$ cat src/rtl/dpbd_pkg.sv
// ----------------------------------------------------------------------------
// dpbd_pkg
// Shared types and constants for the pulse bit demodulator.
// ----------------------------------------------------------------------------
package dpbd_pkg;

   localparam int PERIOD_MS_DEF     = 1000;
   localparam int FILTER_WEIGHT_DEF = 30;
   localparam int TIME_W            = 32;
   localparam int CSR_ADDR_W        = 5;
   localparam int CSR_DATA_W        = 32;

   localparam logic [10:0] PULSE_MIN_GAP_RST  = 11'd700;
   localparam logic [9:0]  EARLY_WINDOW_RST   = 10'd50;
   localparam logic [9:0]  LATE_WINDOW_RST    = 10'd200;
   localparam logic [10:0] LONG_LOW_MIN_RST   = 11'd500;
   localparam logic [9:0]  ZERO_THRESHOLD_RST = 10'd850;
   localparam logic [11:0] MINUTE_GAP_RST     = 12'd1500;

   typedef struct packed {
      logic [10:0] pulse_min_gap;
      logic [9:0]  early_window;
      logic [9:0]  late_window;
      logic [10:0] long_low_min;
      logic [9:0]  zero_threshold;
      logic [11:0] minute_gap;
   } cfg_type;

   typedef struct packed {
      logic              level;
      logic [TIME_W-1:0] time_ms;
   } event_type;

   typedef struct packed {
      logic busy;
      logic done;
   } div_stat_type;

   typedef enum logic [2:0] {
      CSR_PULSE_MIN_GAP,
      CSR_EARLY_WINDOW,
      CSR_LATE_WINDOW,
      CSR_LONG_LOW_MIN,
      CSR_ZERO_THRESHOLD,
      CSR_MINUTE_GAP
   } csr_index_type;

   typedef enum logic [3:0] {
      ST_IDLE,
      ST_DECODE,
      ST_ALIGN,
      ST_AL_WAIT,
      ST_FILT,
      ST_F_MUL,
      ST_F_DIV,
      ST_F_WAIT,
      ST_WINDOW,
      ST_PASS,
      ST_BIT
   } back_state_type;

endpackage

$ cat src/rtl/dpbd_if.sv
// ----------------------------------------------------------------------------
// dpbd_if
// Sample and bit channels with valid/ready handshake.
// ----------------------------------------------------------------------------
interface dpbd_req_if;
   logic        valid;
   logic        ready;
   logic        level;
   logic [31:0] time_ms;

   modport source (output valid, output level, output time_ms, input ready);
   modport sink   (input valid, input level, input time_ms, output ready);
endinterface

interface dpbd_rsp_if;
   logic valid;
   logic ready;
   logic bit_value;
   logic frame_end;

   modport source (output valid, output bit_value, output frame_end, input ready);
   modport sink   (input valid, input bit_value, input frame_end, output ready);
endinterface

$ cat src/rtl/dpbd_fifo.sv
// ----------------------------------------------------------------------------
// dpbd_fifo
// Two-entry event queue between the front and back parts.
// ----------------------------------------------------------------------------
module dpbd_fifo
   import dpbd_pkg::*;
(
   input  logic      clock,
   input  logic      reset,
   input  logic      push,
   input  event_type din,
   input  logic      pop,
   output event_type dout,
   output logic      empty,
   output logic      full
);

   event_type  mem_ff [2];
   event_type  mem_in [2];
   logic       wr_ptr_ff, wr_ptr_in;
   logic       rd_ptr_ff, rd_ptr_in;
   logic [1:0] count_ff, count_in;

   assign dout  = mem_ff[rd_ptr_ff];
   assign empty = (count_ff == 2'd0);
   assign full  = (count_ff == 2'd2);

   always_comb begin
      mem_in    = mem_ff;
      wr_ptr_in = wr_ptr_ff;
      rd_ptr_in = rd_ptr_ff;
      count_in  = count_ff;
      if (push) begin
         mem_in[wr_ptr_ff] = din;
         wr_ptr_in         = ~wr_ptr_ff;
      end
      if (pop) begin
         rd_ptr_in = ~rd_ptr_ff;
      end
      if (push && !pop) begin
         count_in = count_ff + 2'd1;
      end else if (pop && !push) begin
         count_in = count_ff - 2'd1;
      end
   end

   always_ff @(posedge clock) begin
      mem_ff <= mem_in;
      if (reset) begin
         wr_ptr_ff <= 1'b0;
         rd_ptr_ff <= 1'b0;
         count_ff  <= 2'd0;
      end else begin
         wr_ptr_ff <= wr_ptr_in;
         rd_ptr_ff <= rd_ptr_in;
         count_ff  <= count_in;
      end
   end

endmodule

$ cat src/rtl/dpbd_front.sv
// ----------------------------------------------------------------------------
// dpbd_front
// Accepts samples, drops repeated timestamps and non-edges, queues edges.
// ----------------------------------------------------------------------------
module dpbd_front
   import dpbd_pkg::*;
(
   input  logic       clock,
   input  logic       reset,
   dpbd_req_if.sink   req_chan,
   input  logic       q_full,
   output logic       q_push,
   output event_type  q_din
);

   logic [TIME_W-1:0] last_time_ff, last_time_in;
   logic              seen_ff, seen_in;
   logic              accept;

   assign req_chan.ready = !q_full;
   assign accept         = req_chan.valid && !q_full;

   always_comb begin
      last_time_in  = last_time_ff;
      seen_in       = seen_ff;
      q_push        = 1'b0;
      q_din.level   = req_chan.level;
      q_din.time_ms = req_chan.time_ms;
      if (accept && (req_chan.time_ms != last_time_ff)) begin
         last_time_in = req_chan.time_ms;
         if (req_chan.level != seen_ff) begin
            seen_in = ~seen_ff;
            q_push  = 1'b1;
         end
      end
   end

   always_ff @(posedge clock) begin
      if (reset) begin
         last_time_ff <= '0;
         seen_ff      <= 1'b0;
      end else begin
         last_time_ff <= last_time_in;
         seen_ff      <= seen_in;
      end
   end

endmodule

$ cat src/rtl/dpbd_div.sv
// ----------------------------------------------------------------------------
// dpbd_div
// Constant divider by reciprocal multiplication, 32-bit dividend, multiply, quotient and remainder steps.
// ----------------------------------------------------------------------------
module dpbd_div
   import dpbd_pkg::*;
#(
   parameter int DVW   = 10,
   parameter int DIV_A = PERIOD_MS_DEF,
   parameter int DIV_B = FILTER_WEIGHT_DEF
) (
   input  logic              clock,
   input  logic              reset,
   input  logic              start,
   input  logic              use_b,
   input  logic [TIME_W-1:0] dividend,
   output div_stat_type      stat,
   output logic [TIME_W-1:0] quotient,
   output logic [DVW-1:0]    remainder
);

   localparam int PW   = 2 * TIME_W + 1;
   localparam int SH_A = TIME_W + $clog2(DIV_A);
   localparam int SH_B = TIME_W + $clog2(DIV_B);
   // rounded-up reciprocals, exact for any 32-bit dividend
   localparam logic [63:0] RCP_A_W = ((64'd1 << SH_A) + 64'(DIV_A) - 64'd1) / 64'(DIV_A);
   localparam logic [63:0] RCP_B_W = ((64'd1 << SH_B) + 64'(DIV_B) - 64'd1) / 64'(DIV_B);
   localparam logic [TIME_W:0]   RCP_A = RCP_A_W[TIME_W:0];
   localparam logic [TIME_W:0]   RCP_B = RCP_B_W[TIME_W:0];
   localparam logic [TIME_W-1:0] D_A   = TIME_W'(DIV_A);
   localparam logic [TIME_W-1:0] D_B   = TIME_W'(DIV_B);

   logic [TIME_W-1:0] x_ff, x_in;
   logic              sel_ff, sel_in;
   logic [PW-1:0]     prod_ff, prod_in;
   logic [TIME_W-1:0] q_ff, q_in;
   logic [DVW-1:0]    r_ff, r_in;
   logic [1:0]        ph_ff, ph_in;
   logic              busy_ff, busy_in;
   logic              done_ff, done_in;

   always_comb begin
      x_in    = x_ff;
      sel_in  = sel_ff;
      prod_in = prod_ff;
      q_in    = q_ff;
      r_in    = r_ff;
      ph_in   = ph_ff;
      busy_in = busy_ff;
      done_in = 1'b0;
      if (start) begin
         x_in    = dividend;
         sel_in  = use_b;
         ph_in   = 2'd0;
         busy_in = 1'b1;
      end else if (busy_ff) begin
         case (ph_ff)
            2'd0: begin
               prod_in = PW'(x_ff) * PW'(sel_ff ? RCP_B : RCP_A);
               ph_in   = 2'd1;
            end
            2'd1: begin
               q_in  = sel_ff ? TIME_W'(prod_ff >> SH_B) : TIME_W'(prod_ff >> SH_A);
               ph_in = 2'd2;
            end
            default: begin
               r_in    = DVW'(x_ff - q_ff * (sel_ff ? D_B : D_A));
               ph_in   = 2'd0;
               busy_in = 1'b0;
               done_in = 1'b1;
            end
         endcase
      end
   end

   always_ff @(posedge clock) begin
      x_ff    <= x_in;
      sel_ff  <= sel_in;
      prod_ff <= prod_in;
      q_ff    <= q_in;
      r_ff    <= r_in;
      ph_ff   <= ph_in;
      if (reset) begin
         busy_ff <= 1'b0;
         done_ff <= 1'b0;
      end else begin
         busy_ff <= busy_in;
         done_ff <= done_in;
      end
   end

   assign stat.busy = busy_ff;
   assign stat.done = done_ff;
   assign quotient  = q_ff;
   assign remainder = r_ff;

endmodule

$ cat src/rtl/dpbd_back.sv
// ----------------------------------------------------------------------------
// dpbd_back
// Phase tracking, edge window check and bit decision for queued edges.
// ----------------------------------------------------------------------------
module dpbd_back
   import dpbd_pkg::*;
#(
   parameter int PERIOD_MS     = PERIOD_MS_DEF,
   parameter int FILTER_WEIGHT = FILTER_WEIGHT_DEF,
   parameter int DVW           = 10,
   parameter int WW            = 5
) (
   input  logic       clock,
   input  logic       reset,
   input  cfg_type    cfg,
   input  event_type  q_dout,
   input  logic       q_empty,
   output logic       q_pop,
   dpbd_rsp_if.source rsp_chan
);

   localparam logic [TIME_W-1:0] PERIOD_T = TIME_W'(PERIOD_MS);
   localparam logic [TIME_W-1:0] HALF_T   = TIME_W'(PERIOD_MS / 2);
   localparam logic [DVW-1:0]    PERIOD_D = DVW'(PERIOD_MS);
   localparam logic [WW-1:0]     WM1      = WW'(FILTER_WEIGHT - 1);

   back_state_type    state_ff, state_in;
   back_state_type    ret_ff, ret_in;
   event_type         ev_ff, ev_in;
   logic [TIME_W-1:0] at_ff, at_in;
   logic [TIME_W-1:0] ref_ff, ref_in;
   logic [TIME_W-1:0] lpe_ff, lpe_in;
   logic [TIME_W-1:0] low_start_ff, low_start_in;
   logic              passed_ff, passed_in;
   logic              sign_ff, sign_in;
   logic              sel_ff, sel_in;
   logic [DVW-1:0]    g_ff, g_in;
   logic [DVW+WW-1:0] prod_ff, prod_in;
   logic              fe_ff, fe_in;
   logic              rsp_valid_ff, rsp_valid_in;
   logic              rsp_bit_ff, rsp_bit_in;
   logic              rsp_fe_ff, rsp_fe_in;

   logic [TIME_W-1:0] behind, ahead, al_div, gap_t, low_len, lead;
   logic              al_small, reject, out_free;
   logic              div_start;
   logic [TIME_W-1:0] div_dividend;
   logic              div_use_wt;
   div_stat_type      div_stat;
   logic [TIME_W-1:0] div_quot;
   logic [DVW-1:0]    div_rem;

   // offset that moves the reference into [at, at + period - 1]
   function automatic logic [DVW-1:0] align_off(input logic [DVW-1:0] r, input logic neg);
      logic [DVW-1:0] o;
      if (neg) begin
         o = r;
      end else if (r != '0) begin
         o = PERIOD_D - r;
      end else begin
         o = '0;
      end
      return o;
   endfunction

   dpbd_div #(
      .DVW   (DVW),
      .DIV_A (PERIOD_MS),
      .DIV_B (FILTER_WEIGHT)
   ) u_div (
      .clock     (clock),
      .reset     (reset),
      .start     (div_start),
      .use_b     (div_use_wt),
      .dividend  (div_dividend),
      .stat      (div_stat),
      .quotient  (div_quot),
      .remainder (div_rem)
   );

   assign behind   = at_ff - ref_ff;
   assign ahead    = ref_ff - at_ff;
   assign al_div   = behind[TIME_W-1] ? ahead : behind;
   assign al_small = (al_div < PERIOD_T);
   assign gap_t    = ref_ff - ev_ff.time_ms;
   assign low_len  = ev_ff.time_ms - low_start_ff;
   assign lead     = ref_ff - low_start_ff;
   assign reject   = (gap_t > TIME_W'(cfg.early_window)) &&
                     ((gap_t + TIME_W'(cfg.late_window)) < PERIOD_T);
   assign out_free = !rsp_valid_ff || rsp_chan.ready;

   // next state
   always_comb begin
      state_in = state_ff;
      case (state_ff)
         ST_IDLE: begin
            if (!q_empty) state_in = ST_DECODE;
         end
         ST_DECODE: begin
            state_in = ev_ff.level ? ST_ALIGN : ST_IDLE;
         end
         ST_ALIGN: begin
            if ((behind == '0) || al_small) state_in = ret_ff;
            else state_in = ST_AL_WAIT;
         end
         ST_AL_WAIT: begin
            if (div_stat.done) state_in = ret_ff;
         end
         ST_FILT: begin
            state_in = (gap_t == '0) ? ST_ALIGN : ST_F_MUL;
         end
         ST_F_MUL:  state_in = ST_F_DIV;
         ST_F_DIV:  state_in = ST_F_WAIT;
         ST_F_WAIT: begin
            if (div_stat.done) state_in = ST_ALIGN;
         end
         ST_WINDOW: begin
            state_in = reject ? ST_IDLE : ST_PASS;
         end
         ST_PASS: begin
            if (passed_ff || (low_len <= TIME_W'(cfg.long_low_min))) state_in = ST_IDLE;
            else state_in = ST_ALIGN;
         end
         ST_BIT: begin
            if (out_free) state_in = ST_IDLE;
         end
         default: state_in = ST_IDLE;
      endcase
   end

   // datapath and outputs
   always_comb begin
      ret_in       = ret_ff;
      ev_in        = ev_ff;
      at_in        = at_ff;
      ref_in       = ref_ff;
      lpe_in       = lpe_ff;
      low_start_in = low_start_ff;
      passed_in    = passed_ff;
      sign_in      = sign_ff;
      sel_in       = sel_ff;
      g_in         = g_ff;
      prod_in      = prod_ff;
      fe_in        = fe_ff;
      rsp_valid_in = rsp_valid_ff && !rsp_chan.ready;
      rsp_bit_in   = rsp_bit_ff;
      rsp_fe_in    = rsp_fe_ff;
      q_pop        = 1'b0;
      div_start    = 1'b0;
      div_dividend = al_div;
      div_use_wt   = 1'b0;
      case (state_ff)
         ST_IDLE: begin
            if (!q_empty) begin
               q_pop = 1'b1;
               ev_in = q_dout;
            end
         end
         ST_DECODE: begin
            if (ev_ff.level) begin
               at_in = ev_ff.time_ms;
               if ((ev_ff.time_ms - lpe_ff) > TIME_W'(cfg.pulse_min_gap)) begin
                  lpe_in = ev_ff.time_ms;
                  ret_in = ST_FILT;
               end else begin
                  ret_in = ST_WINDOW;
               end
            end else if (passed_ff) begin
               passed_in    = 1'b0;
               low_start_in = ev_ff.time_ms;
            end
         end
         ST_ALIGN: begin
            sign_in = behind[TIME_W-1];
            if (behind != '0) begin
               if (al_small) begin
                  ref_in = at_ff + TIME_W'(align_off(al_div[DVW-1:0], behind[TIME_W-1]));
               end else begin
                  div_start = 1'b1;
               end
            end
         end
         ST_AL_WAIT: begin
            if (div_stat.done) begin
               ref_in = at_ff + TIME_W'(align_off(div_rem, sign_ff));
            end
         end
         ST_FILT: begin
            // reference now lies less than a period ahead of the edge
            sel_in = (gap_t < HALF_T);
            g_in   = (gap_t < HALF_T) ? gap_t[DVW-1:0] : (PERIOD_D - gap_t[DVW-1:0]);
            ret_in = ST_WINDOW;
         end
         ST_F_MUL: begin
            prod_in = g_ff * WM1;
         end
         ST_F_DIV: begin
            div_start    = 1'b1;
            div_dividend = TIME_W'(prod_ff);
            div_use_wt   = 1'b1;
         end
         ST_F_WAIT: begin
            div_dividend = TIME_W'(prod_ff);
            div_use_wt   = 1'b1;
            if (div_stat.done) begin
               ref_in = sel_ff ? (ev_ff.time_ms + div_quot)
                               : (ev_ff.time_ms + PERIOD_T - div_quot);
            end
         end
         ST_WINDOW: begin
         end
         ST_PASS: begin
            if (!passed_ff) begin
               passed_in = 1'b1;
               if (low_len > TIME_W'(cfg.long_low_min)) begin
                  fe_in  = (low_len > TIME_W'(cfg.minute_gap));
                  at_in  = low_start_ff;
                  ret_in = ST_BIT;
               end
            end
         end
         ST_BIT: begin
            if (out_free) begin
               rsp_valid_in = 1'b1;
               rsp_bit_in   = !(lead > TIME_W'(cfg.zero_threshold));
               rsp_fe_in    = fe_ff;
            end
         end
         default: begin
         end
      endcase
   end

   always_ff @(posedge clock) begin
      ret_ff     <= ret_in;
      ev_ff      <= ev_in;
      at_ff      <= at_in;
      sign_ff    <= sign_in;
      sel_ff     <= sel_in;
      g_ff       <= g_in;
      prod_ff    <= prod_in;
      fe_ff      <= fe_in;
      rsp_bit_ff <= rsp_bit_in;
      rsp_fe_ff  <= rsp_fe_in;
      if (reset) begin
         state_ff     <= ST_IDLE;
         ref_ff       <= '0;
         lpe_ff       <= '0;
         low_start_ff <= '0;
         passed_ff    <= 1'b0;
         rsp_valid_ff <= 1'b0;
      end else begin
         state_ff     <= state_in;
         ref_ff       <= ref_in;
         lpe_ff       <= lpe_in;
         low_start_ff <= low_start_in;
         passed_ff    <= passed_in;
         rsp_valid_ff <= rsp_valid_in;
      end
   end

   assign rsp_chan.valid     = rsp_valid_ff;
   assign rsp_chan.bit_value = rsp_bit_ff;
   assign rsp_chan.frame_end = rsp_fe_ff;

   a_div_idle: assert property (@(posedge clock) disable iff (reset)
      div_start |-> !div_stat.busy)
      else $error("divider started while busy");

   a_pass_rise: assert property (@(posedge clock) disable iff (reset)
      $rose(passed_ff) |-> $past(state_ff == ST_PASS))
      else $error("passed level set outside pass step");

   a_rsp_rise: assert property (@(posedge clock) disable iff (reset)
      $rose(rsp_valid_ff) |-> $past(state_ff == ST_BIT))
      else $error("result raised outside bit step");

   a_pop_nonempty: assert property (@(posedge clock) disable iff (reset)
      q_pop |-> !q_empty)
      else $error("pop from empty queue");

endmodule

$ cat src/rtl/dcf77_pulse_bit_demodulator.sv
// ----------------------------------------------------------------------------
// dcf77_pulse_bit_demodulator
// Receiver edge filter, 1 Hz phase tracker and pulse-length bit decoder.
// ----------------------------------------------------------------------------
// path: an accepted edge is queued, then the back sequencer decodes it, aligns
//   the reference (via the reciprocal remainder unit when a period or more
//   off), may run the filter step, checks the window and decides the bit,
//   waiting for room on the output; the back handles one edge at a time.
// throughput: the front takes a sample per cycle while the 2-entry queue has room.
// reset: synchronous; clears all tracking state and loads register defaults.
module dcf77_pulse_bit_demodulator
   import dpbd_pkg::*;
#(
   parameter int PERIOD_MS     = PERIOD_MS_DEF,
   parameter int FILTER_WEIGHT = FILTER_WEIGHT_DEF
) (
   input  logic                  clock,
   input  logic                  reset,
   dpbd_req_if.sink              req_chan,
   dpbd_rsp_if.source            rsp_chan,
   input  logic                  psel,
   input  logic                  penable,
   input  logic                  pwrite,
   input  logic [CSR_ADDR_W-1:0] paddr,
   input  logic [CSR_DATA_W-1:0] pwdata,
   output logic [CSR_DATA_W-1:0] prdata,
   output logic                  pready
);

   localparam int PW  = $clog2(PERIOD_MS + 1);
   localparam int FW  = $clog2(FILTER_WEIGHT + 1);
   localparam int DVW = (PW > FW) ? PW : FW;
   localparam int WW  = $clog2(FILTER_WEIGHT);

   cfg_type       cfg_ff, cfg_in;
   csr_index_type csr_idx;
   logic          csr_wr;
   event_type     q_din, q_dout;
   logic          q_push, q_pop, q_empty, q_full;

   assign pready  = 1'b1;
   assign csr_idx = csr_index_type'(paddr[CSR_ADDR_W-1:2]);
   assign csr_wr  = psel && penable && pwrite;

   always_comb begin
      cfg_in = cfg_ff;
      if (csr_wr) begin
         case (csr_idx)
            CSR_PULSE_MIN_GAP:  cfg_in.pulse_min_gap  = pwdata[10:0];
            CSR_EARLY_WINDOW:   cfg_in.early_window   = pwdata[9:0];
            CSR_LATE_WINDOW:    cfg_in.late_window    = pwdata[9:0];
            CSR_LONG_LOW_MIN:   cfg_in.long_low_min   = pwdata[10:0];
            CSR_ZERO_THRESHOLD: cfg_in.zero_threshold = pwdata[9:0];
            CSR_MINUTE_GAP:     cfg_in.minute_gap     = pwdata[11:0];
            default: begin
            end
         endcase
      end
   end

   always_comb begin
      case (csr_idx)
         CSR_PULSE_MIN_GAP:  prdata = CSR_DATA_W'(cfg_ff.pulse_min_gap);
         CSR_EARLY_WINDOW:   prdata = CSR_DATA_W'(cfg_ff.early_window);
         CSR_LATE_WINDOW:    prdata = CSR_DATA_W'(cfg_ff.late_window);
         CSR_LONG_LOW_MIN:   prdata = CSR_DATA_W'(cfg_ff.long_low_min);
         CSR_ZERO_THRESHOLD: prdata = CSR_DATA_W'(cfg_ff.zero_threshold);
         CSR_MINUTE_GAP:     prdata = CSR_DATA_W'(cfg_ff.minute_gap);
         default:            prdata = '0;
      endcase
   end

   always_ff @(posedge clock) begin
      if (reset) begin
         cfg_ff.pulse_min_gap  <= PULSE_MIN_GAP_RST;
         cfg_ff.early_window   <= EARLY_WINDOW_RST;
         cfg_ff.late_window    <= LATE_WINDOW_RST;
         cfg_ff.long_low_min   <= LONG_LOW_MIN_RST;
         cfg_ff.zero_threshold <= ZERO_THRESHOLD_RST;
         cfg_ff.minute_gap     <= MINUTE_GAP_RST;
      end else begin
         cfg_ff <= cfg_in;
      end
   end

   dpbd_front u_front (
      .clock    (clock),
      .reset    (reset),
      .req_chan (req_chan),
      .q_full   (q_full),
      .q_push   (q_push),
      .q_din    (q_din)
   );

   dpbd_fifo u_fifo (
      .clock (clock),
      .reset (reset),
      .push  (q_push),
      .din   (q_din),
      .pop   (q_pop),
      .dout  (q_dout),
      .empty (q_empty),
      .full  (q_full)
   );

   dpbd_back #(
      .PERIOD_MS     (PERIOD_MS),
      .FILTER_WEIGHT (FILTER_WEIGHT),
      .DVW           (DVW),
      .WW            (WW)
   ) u_back (
      .clock    (clock),
      .reset    (reset),
      .cfg      (cfg_ff),
      .q_dout   (q_dout),
      .q_empty  (q_empty),
      .q_pop    (q_pop),
      .rsp_chan (rsp_chan)
   );

endmodule
$ cat src/flat_wrapper.sv
// flat-port wrapper written by rule: the top's interface ports become plain ports
module dcf77_pulse_bit_demodulator_flat import dpbd_pkg::*;
#(
   parameter int PERIOD_MS     = PERIOD_MS_DEF,
   parameter int FILTER_WEIGHT = FILTER_WEIGHT_DEF
)
  (clock, reset, psel, penable, pwrite, paddr, pwdata, prdata, pready, req_chan_valid, req_chan_level, req_chan_time_ms, req_chan_ready, rsp_chan_valid, rsp_chan_bit_value, rsp_chan_frame_end, rsp_chan_ready);
  dpbd_req_if req_chan_i ();
  dpbd_rsp_if rsp_chan_i ();
  input  logic clock;
  input  logic reset;
  input  logic psel;
  input  logic penable;
  input  logic pwrite;
  input  logic [CSR_ADDR_W-1:0] paddr;
  input  logic [CSR_DATA_W-1:0] pwdata;
  output logic [CSR_DATA_W-1:0] prdata;
  output logic pready;
  input wire logic [$bits(req_chan_i.valid)-1:0] req_chan_valid;
  input wire logic [$bits(req_chan_i.level)-1:0] req_chan_level;
  input wire logic [$bits(req_chan_i.time_ms)-1:0] req_chan_time_ms;
  output wire logic [$bits(req_chan_i.ready)-1:0] req_chan_ready;
  output wire logic [$bits(rsp_chan_i.valid)-1:0] rsp_chan_valid;
  output wire logic [$bits(rsp_chan_i.bit_value)-1:0] rsp_chan_bit_value;
  output wire logic [$bits(rsp_chan_i.frame_end)-1:0] rsp_chan_frame_end;
  input wire logic [$bits(rsp_chan_i.ready)-1:0] rsp_chan_ready;
  assign req_chan_i.valid = req_chan_valid;
  assign req_chan_i.level = req_chan_level;
  assign req_chan_i.time_ms = req_chan_time_ms;
  assign req_chan_ready = req_chan_i.ready;
  assign rsp_chan_valid = rsp_chan_i.valid;
  assign rsp_chan_bit_value = rsp_chan_i.bit_value;
  assign rsp_chan_frame_end = rsp_chan_i.frame_end;
  assign rsp_chan_i.ready = rsp_chan_ready;
  dcf77_pulse_bit_demodulator #(.PERIOD_MS(PERIOD_MS), .FILTER_WEIGHT(FILTER_WEIGHT)) u_core (.clock(clock), .reset(reset), .req_chan(req_chan_i), .rsp_chan(rsp_chan_i), .psel(psel), .penable(penable), .pwrite(pwrite), .paddr(paddr), .pwdata(pwdata), .prdata(prdata), .pready(pready));
endmodule
$ cat config.mk
export PLATFORM = sky130hd
export DESIGN_NAME = dcf77_pulse_bit_demodulator_flat
export DESIGN_NICKNAME = d
export VERILOG_FILES = /design/src/rtl/dpbd_pkg.sv /design/src/rtl/dpbd_if.sv /design/src/rtl/dpbd_fifo.sv /design/src/rtl/dpbd_front.sv /design/src/rtl/dpbd_div.sv /design/src/rtl/dpbd_back.sv /design/src/rtl/dcf77_pulse_bit_demodulator.sv /design/src/flat_wrapper.sv
export SDC_FILE = /design/constraint.sdc
export NUM_CORES = 2
export LEC_CHECK = 0
export ABC_AREA = 1
export BUFFER_PORTS_ARGS = -buffer_cell sky130_fd_sc_hd__buf_2
export CELL_PAD_IN_SITES_DETAIL_PLACEMENT = 0
export CELL_PAD_IN_SITES_GLOBAL_PLACEMENT = 2
export CORE_ASPECT_RATIO = 0.6
export CORE_MARGIN = 2
export CORE_UTILIZATION = 40
export CTS_CLUSTER_DIAMETER = 80
export CTS_CLUSTER_SIZE = 24
export DETAILED_ROUTE_END_ITERATION = 12
export PLACE_DENSITY_LB_ADDON = 0.15
export SYNTH_ARGS = -nofsm -noshare
export SYNTH_HDL_FRONTEND = slang
export SYNTH_HIERARCHICAL = 1
export SYNTH_SLANG_ARGS = --single-unit
$ cat constraint.sdc
create_clock -name clock -period 19 [get_ports clock]
set_clock_uncertainty 0.2 [all_clocks]
set_input_delay 0 -clock clock [delete_from_list [all_inputs] [get_ports clock]]
set_output_delay 0 -clock clock [all_outputs]
set_load 0.02 [all_outputs]
# Word level (Yosys, flattened, before mapping)
# Index checks and enable logic that the tools add are counted.
[op_classes]
n_mux = 66
n_lt_le_gt_ge = 12
n_eq_ne = 29
multipliers = 3
n_reduce_logical = 54
addsub = 18
n_bitwise = 11
[ops]
columns = ["op", "n"]
rows = [
  ["2-to-1 mux 32 bit", 9],
  ["subtractor 32 bit", 7],
  ["2-to-1 mux 33 bit", 4],
  ["2-to-1 mux 10 bit", 11],
  ["adder 32 x 10 -> 32 bit", 3],
  ["one-hot mux 32 bit (3 select lines)", 1],
  ["one-hot mux 12 bit (6 select lines)", 1],
  ["bitwise mux 66 bit", 1],
  ["multiplier 32 x 33 -> 65 bit", 1],
  ["> comparator 32 x 10 -> 1 bit", 2],
  ["> comparator 32 x 11 -> 1 bit", 2],
  ["logical NOT 32 bit", 2],
  ["< comparator 32 x 10 -> 1 bit (second input constant)", 2],
  ["one-hot mux 32 bit (2 select lines)", 1],
  ["one-hot mux 4 bit (11 select lines)", 1],
  ["2-to-1 mux 4 bit", 10],
  ["demux 33 bit (select 1 bit)", 1],
  ["adder 32 x 10 -> 32 bit (second input constant)", 1],
  ["adder 32 bit", 1],
  ["> comparator 32 x 12 -> 1 bit", 1],
  ["<= comparator 32 x 11 -> 1 bit", 1],
  ["< comparator 32 x 9 -> 1 bit (second input constant)", 1],
  ["multiplier 32 x 32 -> 10 bit", 1],
  ["!= test 32 bit", 1],
  ["other kinds (46)", 127],
]
[word_totals]
register_bits = 512
in_bits = 77

# Depth between registers and ports, before layout
[depth]
word_depth = 12
ltp_mapped = 45
ltp_nobuf = 43

# Hierarchy
# Netlist, hierarchy kept.
[modules_own_cells]
columns = ["module", "instances", "cells_each", "area_each_um2", "seq_area_each_um2"]
rows = [
  ["dpbd_back", 1, 4945, 29955.0, 4984.8],
  ["dpbd_div", 1, 2953, 25779.7, 3052.9],
  ["dcf77_pulse_bit_demodulator", 1, 501, 3393.3, 1281.2],
  ["dpbd_fifo", 1, 134, 2736.4, 2062.0],
  ["dpbd_front", 1, 322, 2154.6, 660.6],
]

# Worst setup path before layout
# Ideal clock, no wire load.
[synth_timing]
kind = "reg2reg"
start = "register u_core.u_back.u_div.sel_ff"
end = "register u_core.u_back.u_div.prod_ff[44], data pin"
setup_ps = 253
path_slack_ps = 11940
n_path_buf = 3
arrival_time_ps = 6607
required_time_ps = 18547
period_less_slack_ps = 7060
path_stages_with_launch = 29
path_cell_list = "edfxtp_1 buf_6 buf_2 buf_1 nor2_1 inv_1 fa_1 inv_1 fa_1 inv_1 fa_1 inv_1 fa_1 inv_1 fa_1 inv_1 fa_1 fa_1 inv_1 fa_1 inv_1 ha_1 nand2_1 nor2_1 nand3_1 nor3_1 nand3_1 nand4_1 nand2_1"
[synth_via]
elab_chain_cells = 2
[synth_rtl]
columns = ["item", "line_no", "text"]
rows = [
  ["start, declared", "dpbd_div.sv:34", "logic sel_ff, sel_in;"],
  ["start signal, assigned", "dpbd_div.sv:78", "sel_ff <= sel_in;"],
  ["2-to-1 mux 29 bit", "dpbd_div.sv:59", "prod_in = PW'(x_ff) * PW'(sel_ff ? RCP_B : RCP_A);"],
  ["multiplier 32 x 33 -> 65 bit", "dpbd_div.sv:59", ""],
  ["end signal, assigned", "dpbd_div.sv:79", "prod_ff <= prod_in;"],
  ["end, declared", "dpbd_div.sv:35", "logic [PW-1:0] prod_ff, prod_in;"],
]
# Every way passes these cells.
# A chain may end at the register's enable or synchronous reset.

# Final worst setup path
[layout_timing]
start = "register u_core.u_back.u_div.sel_ff"
end = "register u_core.u_back.u_div.prod_ff[59], data pin"
# Same word-level chain as after synthesis.

==> results.yml <==
synth:
  postSynthCellCount: 8854
  post_synth_instance_area_um2: 64000
  yosysWarnings: 6
  synth_area_per_cell_um2: 7.23
route:
  vias: 58173
  avgRoutedWirePerCell_um: 23.0
  routed_wl_um: 257000
  antenna_violating_nets_post_route: 0
  remaining_drc_errors: 0
  drt_iter0_markers: 5605
  routed_via_density: 5.20
  first_pass_iters: 9
sta:
  clock.fmax_ghz: 0.115
  final.min_clock_period_ns: 8.67
  finalCritPeriodShare_pct: 45.6
  slew_violations: 0
  finalSetupViolCount: 0
  timing.setup.tns_ns: 0
  timing.slew.headroom_pct: 0.815
  worst_pin_slew_ns: 1.47
  report.final.hold_viol_count: 0
  grt_setup_unrepaired: "false"
cts:
  cts_buffer_depth: 3
  cts-root-buf: "sky130_fd_sc_hd__clkbuf_16"
  ctsHtreeMaxLevel: 2
  cts.repair.resized: 0
  clk_latency_ns: 0.66
  cts.sink_count: 470
  clk_pin_slew_worst_paths_ns: 0.10
  total_cts_buffers: 35
  tritoncts: "yes"
die:
  core_region_area_um2: 159000
  io_pins: 114
  floorplan.initialDensity_pct: 40.4
  dieArea_um2: 163000
  die_height_um: 314
  floorplan.die.width_um: 520
  row_count: 113
finish:
  fin_nets: 10430
  drive_above_1_share_pct: 4.04
  syn2layout_area_growth_pct: 8.16
  final_cell_mix: "sky130_fd_sc_hd__nand2_1 (2055), sky130_fd_sc_hd__inv_1 (1782), sky130_fd_sc_hd__ha_1 (824)"
  layout_commonest_cell: "sky130_fd_sc_hd__nand2_1"
critical_path:
  cp_slowest_stage_delay_ns: 0.66
  crit_buf_inv: 6
  criticalPathCategory: "flop to flop"
  crit_path_top_delay_cell: "sky130_fd_sc_hd__fa_1"
  end_kind: "flop"
  cp_data_required_time_ns: 19.22
  path_max_fanout: 73
  start_kind: "flop"
  cp.arrival_ns: 8.89
  cp_top_family: "adder cells"
placement:
  place_congestion: 0.979
  io_buffers: 70
  dp_hpwl_um: 222000
global_route:
  grt_overflow: 0
  grt_first_pass_wirelength_um: 376000
  first_global_vias: 55338
  pin_count_of_the_biggest_net_entering_global_routing: 76
  antenna_found_initial: 18
  grt_usage_pct: 31.2
outcome:
  violated_checks: "max-capacitance violations"
  outcome: "complete, but fails checks"
job:
  max_cap_violations: 1
worst_hold_path:
  hold_path.class: "input pin to flop"
[worst paths after layout]
path,startpoint,endpoint,slack (ns),cells after the start
setup / recovery,u_core/u_back/u_div/sel_ff$_DFFE_PP_,u_core/u_back/u_div/prod_ff[59]$_DFFE_PP_,10.33,29
hold / removal,pwdata[2],u_core/cfg_ff[2]$_SDFFE_PP1P_,0.04,4
setup reg to reg,u_core/u_back/u_div/sel_ff$_DFFE_PP_,u_core/u_back/u_div/prod_ff[59]$_DFFE_PP_,10.33,29
hold reg to reg,u_core/u_back/lpe_ff[23]$_SDFFE_PP0P_,u_core/u_back/lpe_ff[23]$_SDFFE_PP0P_,0.29,2
[worst min-delay path, cell delays in order]
cell and delay, ns:
sky130_fd_sc_hd__dlygate4sd3_1 0.52, sky130_fd_sc_hd__buf_2 0.17, sky130_fd_sc_hd__nand2_1 0.08, sky130_fd_sc_hd__nand3_1 0.08
[metrics by stage]
step / cell area (um^2) / utilization (%) / hold slack [ns] / setup slack [ns] / std cells
2_1_floorplan: 64400 / - / -0.131 / 11.94 / 8947
6_report: 69200 / 43.6 / 0.0423 / 10.33 / 11197
5_1_grt: 69200 / 43.6 / 0.0282 / 9.93 / 11194
3_3_place_gp: 66800 / 42.1 / 0.0358 / 10.55 / 11018
3_5_place_dp: 66800 / 42.1 / 0.0425 / 10.48 / 11018
4_1_cts: 69200 / 43.6 / 0.000830 / 10.45 / 11194
[routing by layer]
layer	up-vias	wire length (um)	track usage [%]
li1	28207	-	-
met1	27790	132000	50.2
met2	2034	93800	40.6
met3	138	28900	9.89
met4	4	2700	3.29
met5	-	24	0
[cell type report]
class	count	area (um^2)
sequential	470	12000
tap	2127	2660
fill	16682	89400
multi-input combinational	6473	44400
inverter	1793	6740
clock inverter	20	368
timing repair buffer	267	2110
antenna	3	7.51
clock buffer	44	910
[flip-flops by register name, indices dropped and copies added, names as in the netlist, 2 cells and up]
| signal | flops |
|---|---|
| u_core/u_back/state_ff | 4 |
| u_core/u_fifo/mem_ff | 66 |
| u_core/u_back/u_div/quotient | 28 |
| u_core/u_back/low_start_ff | 32 |
| u_core/u_back/g_ff | 10 |
| u_core/u_back/at_ff | 32 |
| u_core/u_back/u_div/ph_ff | 2 |
| u_core/u_back/ret_ff | 3 |
| u_core/u_back/u_div/prod_ff | 28 |
| u_core/u_back/lpe_ff | 32 |
| u_core/u_fifo/count_ff | 2 |
| u_core/u_back/u_div/remainder | 10 |
| u_core/cfg_ff | 64 |
| u_core/u_back/ev_ff | 33 |
| u_core/u_back/ref_ff | 32 |
| u_core/u_back/prod_ff | 15 |
| u_core/u_back/u_div/x_ff | 32 |
| u_core/u_front/last_time_ff | 32 |
[what timing repair did]
item                      CTS  global route
hold buffers              112             0
hold endpoints to repair  214             0
buffers inserted            0             0
Power is not shown: default switching activity piles up to over one toggle a cycle in this logic, so the estimate is an artifact.
